$ cat config.mk
export PLATFORM = sky130hd
export DESIGN_NAME = oahs_mod_unit
export DESIGN_NICKNAME = d
export VERILOG_FILES = /design/src/rtl/oahs_pkg.sv /design/src/rtl/oahs_mod_unit.sv
export SDC_FILE = /design/constraint.sdc
export NUM_CORES = 1
export LEC_CHECK = 0
export BUFFER_PORTS_ARGS = -buffer_cell sky130_fd_sc_hd__buf_2
export CORE_ASPECT_RATIO = 1.1
export CORE_MARGIN = 2
export CORE_UTILIZATION = 45
export CTS_CLUSTER_DIAMETER = 80
export DETAILED_ROUTE_END_ITERATION = 16
export GPL_TIMING_DRIVEN = 0
export PLACE_DENSITY = 0.67
export SETUP_SLACK_MARGIN = 0.2
export SKIP_CTS_REPAIR_TIMING = 1
export SYNTH_ARGS = -nofsm -noshare
export SYNTH_HDL_FRONTEND = slang
export SYNTH_SLANG_ARGS = --single-unit
export TNS_END_PERCENT = 50
$ cat constraint.sdc
create_clock -name clock -period 6.41 [get_ports clock]
set_input_delay 0.3205 -clock clock [delete_from_list [all_inputs] [get_ports clock]]
set_output_delay 0.3205 -clock clock [all_outputs]
set_load 0.02 [all_outputs]
$ cat src/rtl/oahs_pkg.sv
// shared types, constants and codes for the open-address hash set
package oahs_pkg;

   localparam int SLOT_DEPTH = 1024;
   localparam int ADDR_W     = $clog2(SLOT_DEPTH);
   localparam int KEY_W      = 31;
   localparam int SIZE_W     = 11;
   localparam int MODE_W     = 2;
   localparam int CMD_W      = 2;
   localparam int CODE_W     = 3;
   localparam int SLOT_W     = 10;
   localparam int CSR_IDX_W  = 1;
   localparam int CSR_DATA_W = 11;
   localparam int MOD_CNT_W  = $clog2(KEY_W);

   // slot marks
   localparam logic [1:0] MARK_EMPTY    = 2'd0;
   localparam logic [1:0] MARK_OCCUPIED = 2'd1;
   localparam logic [1:0] MARK_DELETED  = 2'd2;

   // commands
   localparam logic [CMD_W-1:0] CMD_INSERT = 2'd0;
   localparam logic [CMD_W-1:0] CMD_SEARCH = 2'd1;
   localparam logic [CMD_W-1:0] CMD_DELETE = 2'd2;

   // probe modes
   localparam logic [MODE_W-1:0] MODE_LINEAR    = 2'd0;
   localparam logic [MODE_W-1:0] MODE_QUADRATIC = 2'd1;
   localparam logic [MODE_W-1:0] MODE_DOUBLE    = 2'd2;

   // result codes
   localparam logic [CODE_W-1:0] RC_INSERTED  = 3'd0;
   localparam logic [CODE_W-1:0] RC_FOUND     = 3'd1;
   localparam logic [CODE_W-1:0] RC_NOT_FOUND = 3'd2;
   localparam logic [CODE_W-1:0] RC_FULL      = 3'd3;
   localparam logic [CODE_W-1:0] RC_DELETED   = 3'd4;

   // register indexes
   localparam logic [CSR_IDX_W-1:0] CSR_PROBE_MODE = 1'd0;
   localparam logic [CSR_IDX_W-1:0] CSR_TABLE_SIZE = 1'd1;

   typedef struct packed {
      logic [1:0]       mark;
      logic [KEY_W-1:0] key;
   } slot_type;

   typedef struct packed {
      logic              start;
      logic [KEY_W-1:0]  dividend;
      logic [SIZE_W-1:0] divisor;
   } mod_req_type;

   typedef struct packed {
      logic              done;
      logic [SIZE_W-1:0] rem;
   } mod_rsp_type;

endpackage

$ cat src/rtl/oahs_mod_unit.sv
// bit-serial restoring remainder unit, one dividend bit per cycle
module oahs_mod_unit (
   input  logic                 clock,
   input  logic                 reset,
   input  oahs_pkg::mod_req_type req,
   output oahs_pkg::mod_rsp_type rsp
);
   import oahs_pkg::*;

   logic                 busy_ff;
   logic                 done_ff;
   logic [MOD_CNT_W-1:0] cnt_ff;
   logic [SIZE_W-1:0]    rem_ff;
   logic [SIZE_W-1:0]    rem_in;
   logic [KEY_W-1:0]     div_ff;
   logic [SIZE_W-1:0]    d_ff;
   logic [SIZE_W:0]      trial;

   always_comb begin
      trial = {rem_ff, div_ff[KEY_W-1]};
      if (trial >= {1'b0, d_ff}) begin
         rem_in = SIZE_W'(trial - {1'b0, d_ff});
      end else begin
         rem_in = trial[SIZE_W-1:0];
      end
   end

   always_ff @(posedge clock) begin
      if (reset) begin
         busy_ff <= 1'b0;
         done_ff <= 1'b0;
         cnt_ff  <= '0;
      end else begin
         done_ff <= 1'b0;
         if (req.start) begin
            busy_ff <= 1'b1;
            cnt_ff  <= '0;
         end else if (busy_ff) begin
            cnt_ff <= cnt_ff + 1'b1;
            if (cnt_ff == MOD_CNT_W'(KEY_W - 1)) begin
               busy_ff <= 1'b0;
               done_ff <= 1'b1;
            end
         end
      end
   end

   always_ff @(posedge clock) begin
      if (req.start) begin
         rem_ff <= '0;
         div_ff <= req.dividend;
         d_ff   <= req.divisor;
      end else if (busy_ff) begin
         rem_ff <= rem_in;
         div_ff <= {div_ff[KEY_W-2:0], 1'b0};
      end
   end

   assign rsp.done = done_ff;
   assign rsp.rem  = rem_ff;

endmodule

==> flow_summary_export.csv <==
group,metric,value,unit
layout,fillers,569,
global_route,grt_pass1_vias,2022,
setup_path,arrival,2.85,ns
floorplanning,fp.dieH,89.0,um
layout,final_core_util,56.2,%
layout,antenna_cells,0,
layout,nets,373,
routing,drt_iter0_drc,111,
cts,insertion_delay,0.34,ns
timing,rsz0062_at_grt,"false",
timing,fin_crit,2.61,ns
power_and_ir_drop,ir_drop,0.137,mV
routing,num_vias,2078,
cts,cts_sinks,60,
setup_path,cp_slowest_stage_delay,0.41,ns
routing,drc,0,
setup_path,crit_type,"flip-flop to flip-flop",
synth,netlist_instances,247,
flow_run,max_cap_violations,0,
global_route,grt_antenna_before_repair,0,
setup_path,start_kind,"flip-flop",
layout,syn_to_final_growth,19.2,%
floorplanning,die_area,7230,um2
timing,slew_headroom,24.3,%
routing,vias_per_cell,5.21,
place,gp_congestion,0.845,
layout,mostFrequentLayoutCell,"buf_2",
synth,async_flop_share,0,%
cts,cts_buffer_depth,2,
global_route,grt_max_degree,32,
floorplanning,dieWidth,81.2,um
timing,hold_viol_final,0,
power_and_ir_drop,power_density,259,nW/um2
cts,clockRootBuffer,"clkbuf_8",
routing,firstDrtPassIters,4,
timing,finalClockSkew,0.0105,ns
synth,syn_area,2950,um2
global_route,grt_pass1_wl,9340,um
global_route,grt_usage,17.7,%
run_status,status,"finished clean",
routing,ant_nets,0,
timing,finalCritPeriodShare,40.8,%
timing,tightest_slew,1.13,ns
cts,numCtsBuffers,9,
timing,final_max_slew_viol_count,0,
synth,synth_flop_cell,"edfxtp_1",
synth,synth-edff-count,42,
power_and_ir_drop,leakage,1.46,nW
place,placed_cell_area,3330,um2
routing,wirelength,5760,um
setup_path,cp_data_required_time,6.65,ns
setup_path,end_kind,"flip-flop",
place,hpwl,4080,um
cts,clk_pin_slew,0.07,ns
setup_path,cp_max_fo,9,
setup_path,critPathSlowestCell,"fa_1",
worst_hold_path,hold_class,"input pin to flip-flop",
synth,yosysSeqAreaShare,54.9,%
synth,yosys_warnings,0,
cts,tritoncts,"built",
synth,synth_nets,306,
floorplanning,initial_core_util,47.1,%
synth,synth-seq-cells,60,
floorplanning,pin_count,57,
timing,max_clock_freq,0.383,GHz
timing,fin_setup_tns,0,ns
layout,final_area,3520,um2
layout,drive_above_1_share,33.9,%
cts,htree_levels,3,
timing,final-setup-viol-count,0,
synth,synth_cell_types,46,
setup_path,crit_chain,"inv_1 -> ha_1 -> fa_1 -> nand2b_2 -> o2bb2ai_2 -> a211o_1 -> nand2_2 -> mux2_2 -> a22o_1",
layout,most-common-layout-cells,"buf_2, edfxtp_1, mux2_2, nor2_1, dfxtp_1",
synth,syn-mean-instance-area,12.0,um2
floorplanning,fp-row-count,30,
place,io_buffers,56,
power_and_ir_drop,power,0.911,mW
floorplanning,core-area,6270,um2
global_route,grt-ovfl-total,0,
routing,wire_per_inst,14.4,um
-- flip-flops by register name (all words and copies together), names as in the netlist --
register	cells
div_ff	31
d_ff	11
rem_ff	11
cnt_ff	5
busy_ff	1
done_ff	1
-- through the flow --
step / setup slack [ns] / hold slack (ns) / cells
CTS: 3.78 / 0.143 / 399
global placement: 3.67 / 0.486 / 383
floorplan: 3.95 / 0.393 / 247
detailed placement: 3.68 / 0.499 / 383
global route: 3.68 / 0.135 / 399
finish: 3.80 / 0.159 / 399
-- cell type report --
| cell class | instances | area, um2 | share of cell area, % |
|---|---|---|---|
| Multi-Input combinational cell | 163 | 1240 | 35.1 |
| Clock inverter | 3 | 38.8 | 1.10 |
| Timing Repair Buffer | 56 | 280 | 7.96 |
| Sequential cell | 60 | 1620 | 46.1 |
| Clock buffer | 13 | 149 | 4.23 |
| Tap cell | 80 | 100 | 2.84 |
| Inverter | 17 | 63.8 | 1.81 |
| Buffer | 7 | 30.0 | 0.853 |
-- power breakdown --
group,total [mW],switching (mW),internal (mW)
clock network,0.334,0.145,0.189
logic,0.116,0.0616,0.0544
registers,0.462,0.0108,0.451
-- kinds of logic (layout without fill, tap and decap cells) --
logic type	count (synthesis)	count (layout)	share of synthesized area (%)
xor+xnor	8	8	2.37
compound gates	49	49	11.1
flops	60	60	54.9
simple gates	60	60	10.1
buf+inv	24	96	3.18
fa+ha+maj	14	14	6.19
mux	32	32	12.2
-- per-layer routing --
| layer | share of wire, % | vias up | GRT usage, % |
|---|---|---|---|
| li1 | - | 1046 | - |
| met5 | 0 | - | 0 |
| met1 | 45 | 960 | 21.8 |
| met4 | 1.4 | 0 | 6.01 |
| met3 | 7.0 | 9 | 7.78 |
| met2 | 46 | 63 | 27.8 |
-- worst paths after layout --
path                            slack, ns       start  cells past startpoint   endpoint
worst min-delay path                 0.16      req[5]                      1    d_ff[5]
worst max register to register       3.80  div_ff[30]                      9  rem_ff[3]
worst min register to register       0.50   rem_ff[8]                      2  rem_ff[8]
worst max-delay path                 3.80  div_ff[30]                      9  rem_ff[3]
-- critical path, delay by kind of cell (launching register included) --
family                     cells  cell delay [ns]
AOI/OAI and AO/OA              3             0.70
DFF                            1             0.34
adders and majority gates      2             0.63
and+or+nand+nor                2             0.43
muxes                          1             0.36
buffers and inverters          1             0.05
-- Yosys cell counts, drive strengths merged, types with 2 or more instances --
library cell / number / area share [%]
inv: 17 / 2.2
nor3: 5 / 1.0
xnor2: 3 / 0.89
and2: 2 / 0.51
nand2: 17 / 2.2
o211ai: 2 / 0.51
mux2: 31 / 12
dfxtp: 18 / 12
nor2b: 2 / 0.42
a22o: 2 / 0.59
o21ai: 14 / 2.4
nand4: 5 / 1.1
a21oi: 13 / 2.2
xor2: 5 / 1.5
edfxtp: 42 / 43
nand2b: 4 / 0.93
or3: 2 / 0.42
o21a: 3 / 0.76
a211oi: 4 / 1.2
o221ai: 2 / 0.59
nor2: 18 / 2.3
buf: 3 / 0.51
ha: 13 / 5.5
clkbuf: 4 / 0.51
Power figures use the tool's default switching activity.
